File: src/sv/tiir_pkg.sv
// tiir_pkg: shared types and constants of the transposed iir filter
// used by transposed_iir_filter; depends on nothing else
`timescale 1ns / 1ps
`default_nettype none

package tiir_pkg;

    // field widths of one item
    localparam int unsigned OPCODE_W = 2;
    localparam int unsigned IDX_W    = 5;
    localparam int unsigned COEF_W   = 32;
    localparam int unsigned SAMPLE_W = 16;
    localparam int unsigned STATE_W  = 48;
    localparam int unsigned PROD_W   = COEF_W + SAMPLE_W;

    // input tdata layout, lowest bits first, padded to whole bytes
    localparam int unsigned IDX_LSB    = 0;
    localparam int unsigned CVAL_LSB   = IDX_LSB + IDX_W;
    localparam int unsigned SAMPLE_LSB = CVAL_LSB + COEF_W;
    localparam int unsigned IN_BITS    = SAMPLE_LSB + SAMPLE_W;
    localparam int unsigned IN_TDATA_W = ((IN_BITS + 7) / 8) * 8;

    // coefficient store entry holds {a_k, b_k}
    localparam int unsigned CENTRY_W = 2 * COEF_W;

    // b0 = 1.0 in q7.24
    localparam logic signed [COEF_W-1:0] B0_ONE = 32'sh0100_0000;

    // output accumulator: q9.39, the q8.39 state plus one headroom bit, rounding constant 2^23
    localparam int unsigned ACC_W = STATE_W + 1;
    localparam logic signed [ACC_W-1:0] ROUND_HALF = 49'sd8388608;
    localparam int unsigned Q_W = ACC_W - 24;
    localparam logic signed [Q_W-1:0] Y_MAX = 25'sd32767;
    localparam logic signed [Q_W-1:0] Y_MIN = -25'sd32768;

    // delay update sum before saturation to 48 bits
    localparam int unsigned SUM_W = STATE_W + 2;
    localparam logic signed [SUM_W-1:0] ST_MAX = 50'sh0_7FFF_FFFF_FFFF;
    localparam logic signed [SUM_W-1:0] ST_MIN = 50'sh3_8000_0000_0000;

    typedef enum logic [OPCODE_W-1:0] {
        OP_FILTER = 2'd0,
        OP_WR_NUM = 2'd1,
        OP_WR_DEN = 2'd2,
        OP_CLEAR  = 2'd3
    } t_opcode;

endpackage

`default_nettype wire

File: src/sv/tiir_ram.sv
// tiir_ram: generic single-port-write, single-port-read ram with registered read
// no dependencies
`timescale 1ns / 1ps
`default_nettype none

module tiir_ram #(
    parameter int unsigned WIDTH = 32,
    parameter int unsigned DEPTH = 8
) (
    input  wire                                    i_clk,
    input  wire                                    i_we,
    input  wire  [(DEPTH > 1 ? $clog2(DEPTH) : 1)-1:0] i_waddr,
    input  wire  [WIDTH-1:0]                       i_wdata,
    input  wire                                    i_re,
    input  wire  [(DEPTH > 1 ? $clog2(DEPTH) : 1)-1:0] i_raddr,
    output logic [WIDTH-1:0]                       o_rdata
);

    logic [WIDTH-1:0] r_mem [DEPTH];

    always_ff @(posedge i_clk) begin
        if (i_we) begin
            r_mem[i_waddr] <= i_wdata;
        end
        if (i_re) begin
            o_rdata <= r_mem[i_raddr];
        end
    end

endmodule

`default_nettype wire

File: src/sv/transposed_iir_filter.sv
// transposed_iir_filter: transposed direct form ii iir filter, top level
// depends on tiir_pkg and tiir_ram
`timescale 1ns / 1ps
`default_nettype none

// usage
//   slave channel: one item per handshake; tuser carries the opcode (filter a
//   sample, write a numerator or denominator coefficient, clear the delays),
//   tdata carries coef_index, coef_value and sample_in
//   master channel: one item per filtered sample; tdata is sample_out, tuser
//   is the overflow flag; writes and clears give no item
//   a filter item runs through the states Y0, Y1, the tap walk, a drain step and
//   the output state before the next item is accepted: the coefficient memory
//   has one read port, so the taps are walked one per cycle; the result
//   register loads in the output state, once the previous result is taken
//   a coefficient write reads the entry, merges the new value and writes it
//   back; a clear or an ignored write leaves the block idle for the next item
//   reset gives b0 = 1.0 and all other coefficients and delays zero through
//   per-entry valid bits, so the filter passes samples straight through and
//   no clearing pass is needed
//   if the receiver stalls, the finished item waits in the output register and
//   the block holds before loading the next one; nothing is dropped
module transposed_iir_filter #(
    parameter int unsigned ORDER = 8
) (
    input  wire                                   i_clk,
    input  wire                                   i_rst_n,
    // slave side
    input  wire                                   i_s_axis_tvalid,
    output logic                                  o_s_axis_tready,
    // tdata: coef_index[4:0], coef_value[36:5], sample_in[52:37], zero pad
    input  wire  [tiir_pkg::IN_TDATA_W-1:0]       i_s_axis_tdata,
    // tuser: opcode[1:0]
    input  wire  [tiir_pkg::OPCODE_W-1:0]         i_s_axis_tuser,
    // master side
    output logic                                  o_m_axis_tvalid,
    input  wire                                   i_m_axis_tready,
    // tdata: sample_out[15:0]
    output logic [tiir_pkg::SAMPLE_W-1:0]         o_m_axis_tdata,
    // tuser: overflow[0]
    output logic [0:0]                            o_m_axis_tuser
);

    // address widths of the two memories
    localparam int unsigned CDEPTH = ORDER + 1;
    localparam int unsigned CAW    = $clog2(CDEPTH);
    localparam int unsigned DAW    = (ORDER > 1) ? $clog2(ORDER) : 1;

    typedef enum logic [2:0] {
        S_IDLE,
        S_CW,
        S_Y0,
        S_Y1,
        S_TAP,
        S_DRAIN,
        S_OUT
    } t_state;

    t_state r_state;

    // item fields as taken from the slave side
    tiir_pkg::t_opcode                     s_op;
    logic [tiir_pkg::IDX_W-1:0]            s_idx;
    logic signed [tiir_pkg::COEF_W-1:0]    s_cval;
    logic signed [tiir_pkg::SAMPLE_W-1:0]  s_x;
    logic                                  s_acc;

    // latched item
    tiir_pkg::t_opcode                     r_op;
    logic signed [tiir_pkg::COEF_W-1:0]    r_cval;
    logic signed [tiir_pkg::SAMPLE_W-1:0]  r_x;
    logic [CAW-1:0]                        r_entry;

    // valid bits: an entry not yet written reads as its reset value
    logic [CDEPTH-1:0]                     r_cvalid;
    logic [ORDER-1:0]                      r_dvalid;
    logic                                  r_cv_ok;
    logic                                  r_c0;
    logic                                  r_dv_ok;

    // memory ports
    logic                                  c_re;
    logic [CAW-1:0]                        c_raddr;
    logic                                  c_we;
    logic [tiir_pkg::CENTRY_W-1:0]         c_wdata;
    logic [tiir_pkg::CENTRY_W-1:0]         c_rdata;
    logic                                  d_re;
    logic [DAW-1:0]                        d_raddr;
    logic                                  d_we;
    logic [tiir_pkg::STATE_W-1:0]          d_rdata;
    logic                                  n_dv_ok;

    // read data after reset-value substitution
    logic [tiir_pkg::CENTRY_W-1:0]         c_eff;
    logic signed [tiir_pkg::COEF_W-1:0]    c_b;
    logic signed [tiir_pkg::COEF_W-1:0]    c_a;
    logic signed [tiir_pkg::STATE_W-1:0]   d_eff;

    // datapath
    logic [CAW-1:0]                        r_k;
    logic signed [tiir_pkg::PROD_W-1:0]    r_pb;
    logic signed [tiir_pkg::PROD_W-1:0]    r_pa;
    logic signed [tiir_pkg::STATE_W-1:0]   r_sn;
    logic [DAW-1:0]                        r_widx;
    logic                                  r_mv;
    logic signed [tiir_pkg::SAMPLE_W-1:0]  r_yq;
    logic                                  r_ovf;

    logic signed [tiir_pkg::PROD_W-1:0]    n_pb;
    logic signed [tiir_pkg::PROD_W-1:0]    n_pa;
    logic signed [tiir_pkg::ACC_W-1:0]     n_acc;
    logic signed [tiir_pkg::Q_W-1:0]       n_q;
    logic signed [tiir_pkg::SAMPLE_W-1:0]  n_yq;
    logic                                  n_ysat;
    logic signed [tiir_pkg::SUM_W-1:0]     n_sum;
    logic signed [tiir_pkg::STATE_W-1:0]   n_dnew;
    logic                                  n_dsat;
    logic                                  num_ok;
    logic                                  den_ok;

    logic                                  r_m_valid;
    logic signed [tiir_pkg::SAMPLE_W-1:0]  r_m_data;
    logic                                  r_m_ovf;

    // slave side fields
    assign s_op   = tiir_pkg::t_opcode'(i_s_axis_tuser);
    assign s_idx  = i_s_axis_tdata[tiir_pkg::IDX_LSB +: tiir_pkg::IDX_W];
    assign s_cval = $signed(i_s_axis_tdata[tiir_pkg::CVAL_LSB +: tiir_pkg::COEF_W]);
    assign s_x    = $signed(i_s_axis_tdata[tiir_pkg::SAMPLE_LSB +: tiir_pkg::SAMPLE_W]);

    assign o_s_axis_tready = (r_state == S_IDLE);
    assign s_acc           = i_s_axis_tvalid && o_s_axis_tready;

    // out-of-range coefficient writes, and denominator writes to index 0, are dropped
    assign num_ok = (s_idx <= tiir_pkg::IDX_W'(ORDER));
    assign den_ok = (s_idx != '0) && (s_idx <= tiir_pkg::IDX_W'(ORDER));

    // coefficient and delay memories
    tiir_ram #(
        .WIDTH (tiir_pkg::CENTRY_W),
        .DEPTH (CDEPTH)
    ) u_coef_ram (
        .i_clk   (i_clk),
        .i_we    (c_we),
        .i_waddr (r_entry),
        .i_wdata (c_wdata),
        .i_re    (c_re),
        .i_raddr (c_raddr),
        .o_rdata (c_rdata)
    );

    tiir_ram #(
        .WIDTH (tiir_pkg::STATE_W),
        .DEPTH (ORDER)
    ) u_dly_ram (
        .i_clk   (i_clk),
        .i_we    (d_we),
        .i_waddr (r_widx),
        .i_wdata (n_dnew),
        .i_re    (d_re),
        .i_raddr (d_raddr),
        .o_rdata (d_rdata)
    );

    // read issue: entry 0 for the output term, then taps 1..ORDER one a cycle;
    // the delay one above the top tap counts as zero and is not read
    always_comb begin
        c_re    = 1'b0;
        c_raddr = '0;
        d_re    = 1'b0;
        d_raddr = '0;
        unique case (r_state)
            S_IDLE: begin
                if (s_acc) begin
                    unique case (s_op)
                        tiir_pkg::OP_FILTER: begin
                            c_re = 1'b1;
                            d_re = 1'b1;
                        end
                        tiir_pkg::OP_WR_NUM: begin
                            c_re    = num_ok;
                            c_raddr = s_idx[CAW-1:0];
                        end
                        tiir_pkg::OP_WR_DEN: begin
                            c_re    = den_ok;
                            c_raddr = s_idx[CAW-1:0];
                        end
                        tiir_pkg::OP_CLEAR: begin
                            c_re = 1'b0;
                        end
                        default: begin
                            c_re = 1'b0;
                        end
                    endcase
                end
            end
            S_Y1: begin
                c_re    = 1'b1;
                c_raddr = CAW'(1);
                d_re    = (ORDER > 1);
                d_raddr = DAW'(1);
            end
            S_TAP: begin
                if ({1'b0, r_k} < (CAW + 1)'(ORDER)) begin
                    c_re    = 1'b1;
                    c_raddr = r_k + CAW'(1);
                    d_re    = ({1'b0, r_k} + (CAW + 1)'(1)) < (CAW + 1)'(ORDER);
                    d_raddr = DAW'({1'b0, r_k} + (CAW + 1)'(1));
                end
            end
            default: begin
                c_re = 1'b0;
            end
        endcase
        n_dv_ok = d_re && r_dvalid[d_raddr];
    end

    // substitute reset values for entries never written
    always_comb begin
        if (r_cv_ok) begin
            c_eff = c_rdata;
        end else if (r_c0) begin
            c_eff = {{tiir_pkg::COEF_W{1'b0}}, tiir_pkg::B0_ONE};
        end else begin
            c_eff = '0;
        end
        c_b   = $signed(c_eff[tiir_pkg::COEF_W-1:0]);
        c_a   = $signed(c_eff[tiir_pkg::CENTRY_W-1:tiir_pkg::COEF_W]);
        d_eff = r_dv_ok ? $signed(d_rdata) : '0;
    end

    // coefficient merge for the write-back
    assign c_we    = (r_state == S_CW);
    assign c_wdata = (r_op == tiir_pkg::OP_WR_NUM) ?
                     {c_a, r_cval} : {r_cval, c_b};

    // multiplier stage
    assign n_pb = tiir_pkg::PROD_W'(c_b) * tiir_pkg::PROD_W'(r_x);
    assign n_pa = tiir_pkg::PROD_W'(c_a) * tiir_pkg::PROD_W'(r_yq);

    // output: b0*x + s0, round half up to q0.15, saturate
    always_comb begin
        n_acc  = tiir_pkg::ACC_W'(r_pb) + tiir_pkg::ACC_W'(r_sn) + tiir_pkg::ROUND_HALF;
        n_q    = $signed(n_acc[tiir_pkg::ACC_W-1:24]);
        n_ysat = 1'b0;
        if (n_q > tiir_pkg::Y_MAX) begin
            n_yq   = tiir_pkg::SAMPLE_W'(tiir_pkg::Y_MAX);
            n_ysat = 1'b1;
        end else if (n_q < tiir_pkg::Y_MIN) begin
            n_yq   = tiir_pkg::SAMPLE_W'(tiir_pkg::Y_MIN);
            n_ysat = 1'b1;
        end else begin
            n_yq = n_q[tiir_pkg::SAMPLE_W-1:0];
        end
    end

    // delay update: s[i] = s[i+1] + b[i+1]*x - a[i+1]*yq, saturated to 48 bits
    always_comb begin
        n_sum  = tiir_pkg::SUM_W'(r_sn) + tiir_pkg::SUM_W'(r_pb) - tiir_pkg::SUM_W'(r_pa);
        n_dsat = 1'b0;
        if (n_sum > tiir_pkg::ST_MAX) begin
            n_dnew = tiir_pkg::STATE_W'(tiir_pkg::ST_MAX);
            n_dsat = 1'b1;
        end else if (n_sum < tiir_pkg::ST_MIN) begin
            n_dnew = tiir_pkg::STATE_W'(tiir_pkg::ST_MIN);
            n_dsat = 1'b1;
        end else begin
            n_dnew = n_sum[tiir_pkg::STATE_W-1:0];
        end
    end

    assign d_we = r_mv;

    always_ff @(posedge i_clk) begin
        if (!i_rst_n) begin
            r_state   <= S_IDLE;
            r_cvalid  <= '0;
            r_dvalid  <= '0;
            r_cv_ok   <= 1'b0;
            r_c0      <= 1'b0;
            r_dv_ok   <= 1'b0;
            r_mv      <= 1'b0;
            r_m_valid <= 1'b0;
        end else begin
            // the output state sets or holds the result flag itself
            if (i_m_axis_tready && r_state != S_OUT) begin
                r_m_valid <= 1'b0;
            end
            if (c_re) begin
                r_cv_ok <= r_cvalid[c_raddr];
                r_c0    <= (c_raddr == '0);
                r_dv_ok <= n_dv_ok;
            end
            if (c_we) begin
                r_cvalid[r_entry] <= 1'b1;
            end
            // accumulate stage, one tap behind the multipliers
            r_mv <= (r_state == S_TAP);
            if (r_mv) begin
                r_dvalid[r_widx] <= 1'b1;
                r_ovf            <= r_ovf | n_dsat;
            end

            unique case (r_state)
                S_IDLE: begin
                    if (s_acc) begin
                        r_op    <= s_op;
                        r_cval  <= s_cval;
                        r_x     <= s_x;
                        r_entry <= s_idx[CAW-1:0];
                        unique case (s_op)
                            tiir_pkg::OP_FILTER: begin
                                r_state <= S_Y0;
                            end
                            tiir_pkg::OP_WR_NUM: begin
                                if (num_ok) begin
                                    r_state <= S_CW;
                                end
                            end
                            tiir_pkg::OP_WR_DEN: begin
                                if (den_ok) begin
                                    r_state <= S_CW;
                                end
                            end
                            tiir_pkg::OP_CLEAR: begin
                                r_dvalid <= '0;
                            end
                            default: begin
                                r_state <= S_IDLE;
                            end
                        endcase
                    end
                end
                S_CW: begin
                    r_state <= S_IDLE;
                end
                S_Y0: begin
                    r_pb    <= n_pb;
                    r_sn    <= d_eff;
                    r_state <= S_Y1;
                end
                S_Y1: begin
                    r_yq    <= n_yq;
                    r_ovf   <= n_ysat;
                    r_k     <= CAW'(1);
                    r_state <= S_TAP;
                end
                S_TAP: begin
                    r_pb   <= n_pb;
                    r_pa   <= n_pa;
                    r_sn   <= d_eff;
                    r_widx <= DAW'(r_k - CAW'(1));
                    r_k    <= r_k + CAW'(1);
                    if ({1'b0, r_k} == (CAW + 1)'(ORDER)) begin
                        r_state <= S_DRAIN;
                    end
                end
                S_DRAIN: begin
                    r_state <= S_OUT;
                end
                S_OUT: begin
                    // wait here while the previous result is still unclaimed
                    if (!r_m_valid || i_m_axis_tready) begin
                        r_m_valid <= 1'b1;
                        r_m_data  <= r_yq;
                        r_m_ovf   <= r_ovf;
                        r_state   <= S_IDLE;
                    end
                end
                default: begin
                    r_state <= S_IDLE;
                end
            endcase
        end
    end

    assign o_m_axis_tvalid   = r_m_valid;
    assign o_m_axis_tdata    = r_m_data;
    assign o_m_axis_tuser[0] = r_m_ovf;

`ifndef ASSERT_OFF
    // the delay being written is never the one being read in the same cycle
    a_dly_no_overlap: assert property (@(posedge i_clk) disable iff (!i_rst_n)
        (d_we && d_re) |-> (r_widx != d_raddr))
        else $error("delay write and read hit the same entry");

    // delay writes only come out of the tap walk
    a_dly_we_phase: assert property (@(posedge i_clk) disable iff (!i_rst_n)
        d_we |-> (r_state == S_TAP || r_state == S_DRAIN))
        else $error("delay write outside the tap walk");

    // a coefficient write-back follows an accepted write item
    a_cw_source: assert property (@(posedge i_clk) disable iff (!i_rst_n)
        (r_state == S_CW) |-> $past(s_acc && (s_op == tiir_pkg::OP_WR_NUM ||
                                              s_op == tiir_pkg::OP_WR_DEN)))
        else $error("coefficient write-back without a write item");

    // a new result only appears from the output state
    a_out_source: assert property (@(posedge i_clk) disable iff (!i_rst_n)
        $rose(o_m_axis_tvalid) |-> ($past(r_state) == S_OUT))
        else $error("result raised outside the output state");

    // the tap counter stays within the filter order
    a_tap_range: assert property (@(posedge i_clk) disable iff (!i_rst_n)
        (r_state == S_TAP) |-> (r_k != '0 && {1'b0, r_k} <= (CAW + 1)'(ORDER)))
        else $error("tap counter out of range");
`endif

endmodule

`default_nettype wire
File: config.mk
export PLATFORM = sky130hd
export DESIGN_NAME = transposed_iir_filter
export DESIGN_NICKNAME = d
export VERILOG_FILES = /design/src/sv/tiir_pkg.sv /design/src/sv/tiir_ram.sv /design/src/sv/transposed_iir_filter.sv
export SDC_FILE = /design/constraint.sdc
export NUM_CORES = 2
export LEC_CHECK = 0
export ABC_AREA = 1
export BUFFER_PORTS_ARGS = -buffer_cell sky130_fd_sc_hd__buf_2
export CAP_MARGIN = 20
export CORE_MARGIN = 2
export CORE_UTILIZATION = 59
export CTS_BUF_LIST = sky130_fd_sc_hd__clkbuf_16
export DETAILED_ROUTE_END_ITERATION = 16
export GPL_TIMING_DRIVEN = 1
export HOLD_SLACK_MARGIN = 0.1
export PLACE_DENSITY = 0.83
export SYNTH_ARGS = -nofsm -noshare
export SYNTH_HDL_FRONTEND = slang
export SYNTH_SLANG_ARGS = --single-unit
File: constraint.sdc
create_clock -name i_clk -period 7.4 [get_ports i_clk]
set_input_delay 0.37 -clock i_clk [delete_from_list [all_inputs] [get_ports i_clk]]
set_output_delay 0.37 -clock i_clk [all_outputs]
set_load 0.01 [all_outputs]
* Yosys cells after proc, flatten, opt, wreduce, memory -nomap -nowiden *
Memory sizes are Yosys's and may differ from the RTL's. A register that Yosys moved wholly into a read port is not among the register bits.
Index checks and enable logic that the tools add are counted.

storage, ports and cells
  logic and storage cells = 143
  input port bits = 62
  bits in registers = 264
  bits in writable memories = 960
  memories = 2

operators by class
  bitwise operators = 3
  muxes and demuxes = 53
  multipliers = 2
  equality and inequality tests = 18
  $lt $le $gt $ge = 13
  reduce and logical (&&, ||, !) cells = 24
  add/sub/neg operators = 7

memories
  memory            depth  width  read ports  clocked after memory_dff  write ports  line            text
  u_coef_ram.r_mem  9      64     1           1                         1            tiir_ram.sv:19  logic [WIDTH-1:0] r_mem [DEPTH];
  u_dly_ram.r_mem   8      48     1           1                         1            tiir_ram.sv:19

operators with widths
  cell                    number
  $mux 64                 2
  $add 48x48->49          2
  $mul 32x16->48          2
  $mux 48                 2
  $gt 50x48->1 const B    1
  $lt 50x48->1 const B    1
  $sub 49x48->50          1
  $add 49x25->49 const B  1
  $mux 8                  4
  $gt 25x16->1 const B    1
  $lt 25x16->1 const B    1
  $mux 25                 1
  $mux 1                  22
  $mux 3                  6
  $pmux 3 s6              1
  $mux 16                 1
  $mux 4                  3
  $pmux 4 s3              1
  $lt 4x5->1 const B      2
  $reduce_and 2->1        5
  $eq 3x3->1 const B      3
  $ne 3x3->1 const B      3
  $or 9x9->9              1
  $pmux 3 s3              1
  other kinds (38)        52

* Depth between registers and ports, before layout *
  depth after elaboration = 9
  depth in mapped cells = 30
  gate-level depth less buffers = 27

* Hierarchy *
Synthesis repeated with hierarchy kept, for this count alone.

unflattened totals
  cell total of the unflattened synthesis = 10737
  area total of the unflattened synthesis = 98792.2 µm²

by module, submodules not included
  module                 times used  sequential area each (µm²)  area each (µm²)  cells an instance
  transposed_iir_filter  1           7677.4                      54342.1          6701
  tiir_ram (u_coef_ram)  1           19218.4                     26299.0          2311
  tiir_ram (u_dly_ram)   1           12972.4                     18151.2          1725

* Worst setup path after synthesis *
OpenSTA, ideal clock, no wires.

  path kind = flip-flop to flip-flop
  start = reg r_state[0]
  end = mem u_coef_ram.r_mem[0][0] in the netlist's numbering, enable pin
  arrival time = 7.082 ns
  cell stages (with the launch flop) = 5
  required time = 6.753 ns
  setup slack = -0.329 ns
  path through = dfxtp_1 > inv_1 > nor3_1 > inv_1 > nor4_1

on the way
  longest elaborated chain between the ends = 3

RTL lines
  item                          line                          text
  from (decl)                   transposed_iir_filter.sv:59   t_state r_state;
  from (signal assigned)        transposed_iir_filter.sv:276  r_state <= S_IDLE;
  from (signal assigned)        transposed_iir_filter.sv:313  r_state <= S_Y0;
  from (signal assigned)        transposed_iir_filter.sv:317  r_state <= S_CW;
  $eq 3x1->1                    transposed_iir_filter.sv:233  assign c_we = (r_state == S_CW);
  $mux 1                        tiir_ram.sv:22                if (i_we) begin
  $mux 1 (implied by the code)  tiir_ram.sv:23                r_mem[i_waddr] <= i_wdata;
  to (decl)                     tiir_ram.sv:19

No other way between the ends.

* Worst setup path in the final report *
  start = reg r_cv_ok
  end = reg r_pa[30] in the netlist's numbering, data pin

on the way
  longest elaborated chain between the ends = 2

RTL lines
  item                    line                          text
  from (decl)             transposed_iir_filter.sv:77   logic r_cv_ok;
  from (signal assigned)  transposed_iir_filter.sv:290  r_cv_ok <= r_cvalid[c_raddr];
  $mux 64                 transposed_iir_filter.sv:220  if (r_cv_ok) begin
  $mul 32x16->48          transposed_iir_filter.sv:239  assign n_pa = tiir_pkg::PROD_W'(c_a) * tiir_pkg::PROD_W'(r_yq);
  net n_pa, one bit       transposed_iir_filter.sv:110  logic signed [tiir_pkg::PROD_W-1:0] n_pa;
  to (signal assigned)    transposed_iir_filter.sv:350  r_pa <= n_pa;
  to (decl)               transposed_iir_filter.sv:102  logic signed [tiir_pkg::PROD_W-1:0] r_pa;

The timed path passes the listed nets, and every way through them passes these cells.
A chain may end at the register's enable or synchronous reset.

==> results.yml <==
detailed_routing:
  wire_per_inst_um: 25.6
  avgViaCountPerCell: 5.99
  drtAntennaViolNets: 0
  drtIter0Drc: 8338
  vias: 71912
  drt_pass1_iterations: 8
  drc_errors: 0
  routed_wl_um: 307000
final_layout:
  multiInputGateArea_um2: 47000
  regArea_um2: 39900
  fillers: 12100
  design_area_um2: 104000
  fin_nets: 11191
  areaGrowthSynthToFinish_pct: 9.94
  layout_commonest_cell: "inv_1"
  drive_gt1_frac: 0.0850
  final_cell_mix: "inv_1, nand2_1, edfxtp_1"
clock_tree:
  cts_buffer_depth: 3
  numCtsBuffers: 135
  root_buffer: "clkbuf_16"
  cts-htree-levels: 4
  clk_pin_slew_ns: 0.10
  cts_tree: "done"
  cts_sinks: 1336
  worstSkewPairLatency_ns: 0.85
  post_cts.repair.setup_buffers: 0
timing:
  slew_headroom: 0.217
  clock.fmax_mhz: 140
  rsz0062_at_grt: "false"
  fin_crit_sh: 0.964
  worst_pin_slew_ns: 1.16
  setup_violations: 0
  fin_worst_skew_ns: 0.101
  period_needed_ns: 7.14
  setup_tns_ns: 0
  drv_slew: 0
  hold_viol_final: 0
die:
  coreArea_um2: 160000
  die_h_um: 405
  ios: 81
  die_w_um: 405
  rows: 147
  dieArea_um2: 164000
  start_util: 0.593
global_route:
  antenna_found_initial: 18
  grt_usage: 0.380
  grt_max_degree: 131
  grt_overflow: 0
  grt_pass1_wl_um: 457000
  grt_pass1_vias: 74189
critical_path:
  critPathLaunchType: "register"
  worstPathCellList: "buf_12, nand2_1, inv_1, buf_4, nand2_1, fa_1, fa_1, fa_1, fa_1, fa_1, fa_1, inv_1, ha_1, nand2_1, nor2_1, nand2_1, nor4_1, nand2_1, nand3_1, a21oi_1, buf_4, buf_4, xnor2_1"
  slowest_stage: "fa_1"
  crit_type: "reg -> reg"
  worst-path-buf-inv: 6
  endpoint_kind: "register"
  critPathMaxStageDelay_ns: 0.58
  crit_arrival_ns: 7.67
  crit_family: "adder cells"
  cp_common_cell: "fa_1"
  required_ns: 7.93
  path_max_fanout: 33
yosys:
  yosysTopAreaCell: "edfxtp_1"
  yosys_warnings: 0
  synth_area_leaders: "edfxtp_1, fa_1, inv_1, nand2_1, ha_1"
  yosysSeqAreaShare: 0.420
  ys_seq_elements: 1336
  synth_area_per_cell_um2: 10.0
  synth_top_area_share: 0.415
  async_flop_share: 0
  synth_area_um2: 94900
  synth_cell_types: 58
  synth_ff_type: "edfxtp_1"
  synth-edff-count: 1311
  synth_nets: 10928
  syn_inst: 9467
worst_hold_path:
  min_path_type: "in -> reg"
outcome:
  outcome: "finished clean"
place:
  dpl_cell_area_um2: 99300
  numPortBuffers: 77
  gp_congestion: 1.04
  post-dp-hpwl_um: 224000
flow_run:
  maxCapViolations: 0
[final timing paths]
path	cells after the start	from	slack, ns	endpoint
worst max-delay path	23	r_cv_ok	0.26	r_pa[30]
worst min-delay path	2	i_s_axis_tdata[48]	0.23	r_x[11]
worst max register to register	23	r_cv_ok	0.26	r_pa[30]
worst min register to register	2	r_cvalid[1]	0.46	r_cvalid[1]
[per-layer routing]
| metal | wire [um] | up-vias | global-route usage |
|---|---|---|---|
| li1 | - | 30746 | - |
| met1 | 113000 | 35470 | 0.494 |
| met2 | 141000 | 4694 | 0.600 |
| met3 | 36400 | 984 | 0.0971 |
| met4 | 16500 | 18 | 0.184 |
| met5 | 116 | - | 0 |
[flip-flops by register name (all words and copies together), names as in the netlist, 32 cells and up]
signal,flops
r_pb,48
u_coef_ram.r_mem,576
r_pa,48
u_dly_ram.o_rdata,48
r_cval,32
u_coef_ram.o_rdata,64
r_sn,48
u_dly_ram.r_mem,384
[through the flow]
step | hold slack [ns] | setup slack, ns | cells | util
2_1_floorplan | 0.424 | 1.10 | 9467 | -
3_3_place_gp | 0.434 | 0.491 | 11683 | 0.619
3_5_place_dp | 0.451 | 0.462 | 11688 | 0.620
4_1_cts | 0.195 | 0.401 | 11986 | 0.651
5_1_grt | 0.219 | 0.0276 | 11994 | 0.651
6_report | 0.235 | 0.263 | 12001 | 0.651
[worst register-to-register path, stage by stage (launching register included)]
cell and delay, ns:
dfxtp_2 0.49, buf_12 0.27, nand2_1 0.20, inv_1 0.29, buf_4 0.24, nand2_1 0.09, fa_1 0.58, fa_1 0.46
fa_1 0.58, fa_1 0.45, fa_1 0.49, fa_1 0.52, inv_1 0.05, ha_1 0.51, nand2_1 0.14, nor2_1 0.19
nand2_1 0.10, nor4_1 0.17, nand2_1 0.11, nand3_1 0.14, a21oi_1 0.11, buf_4 0.15, buf_4 0.12, xnor2_1 0.42
[area by class of cell]
type	count	area share
Antenna cell	7	0.000168
Clock buffer	137	0.0328
Clock inverter	104	0.00963
Inverter	1792	0.0648
Multi-Input combinational cell	6004	0.451
Sequential cell	1336	0.382
Tap cell	2160	0.0259
Timing Repair Buffer	461	0.0339
[cell usage after synthesis (71+ instances only)]
master and instances:
clkbuf_1 231, nand2_1 1634, o21ai_0 402, nor2_1 1160
o21ai_1 71, buf_2 76, ha_1 379, inv_1 1731
a21oi_1 226, o211ai_1 126, edfxtp_1 1311, o21bai_1 73
fa_1 1020, nand3_1 220, a31oi_1 87, xor2_1 85
xnor2_1 80
[logic make-up (layout without fill, tap and decap cells)]
| logic type | count (synthesis) | count (layout) | synth area share |
|---|---|---|---|
| compound gates | 1208 | 1208 | 0.0766 |
| xor+xnor | 165 | 165 | 0.0152 |
| fa+ha+maj | 1399 | 1399 | 0.265 |
| buf+inv | 2127 | 2494 | 0.0863 |
| flops | 1336 | 1336 | 0.420 |
| other cells | 0 | 7 | 0 |
| simple gates | 3232 | 3232 | 0.137 |
[what timing repair did]
item / 4_1_cts / 5_1_grt
hold buffers: 57 / 0
hold endpoints to repair: 64 / 0
gates resized for setup: 0 / 1
endpoints found under the setup margin: 0 / 2
Power is left out: the tool's default activity adds up to more than one toggle a clock period on the data nets, which glitch-free logic cannot reach.
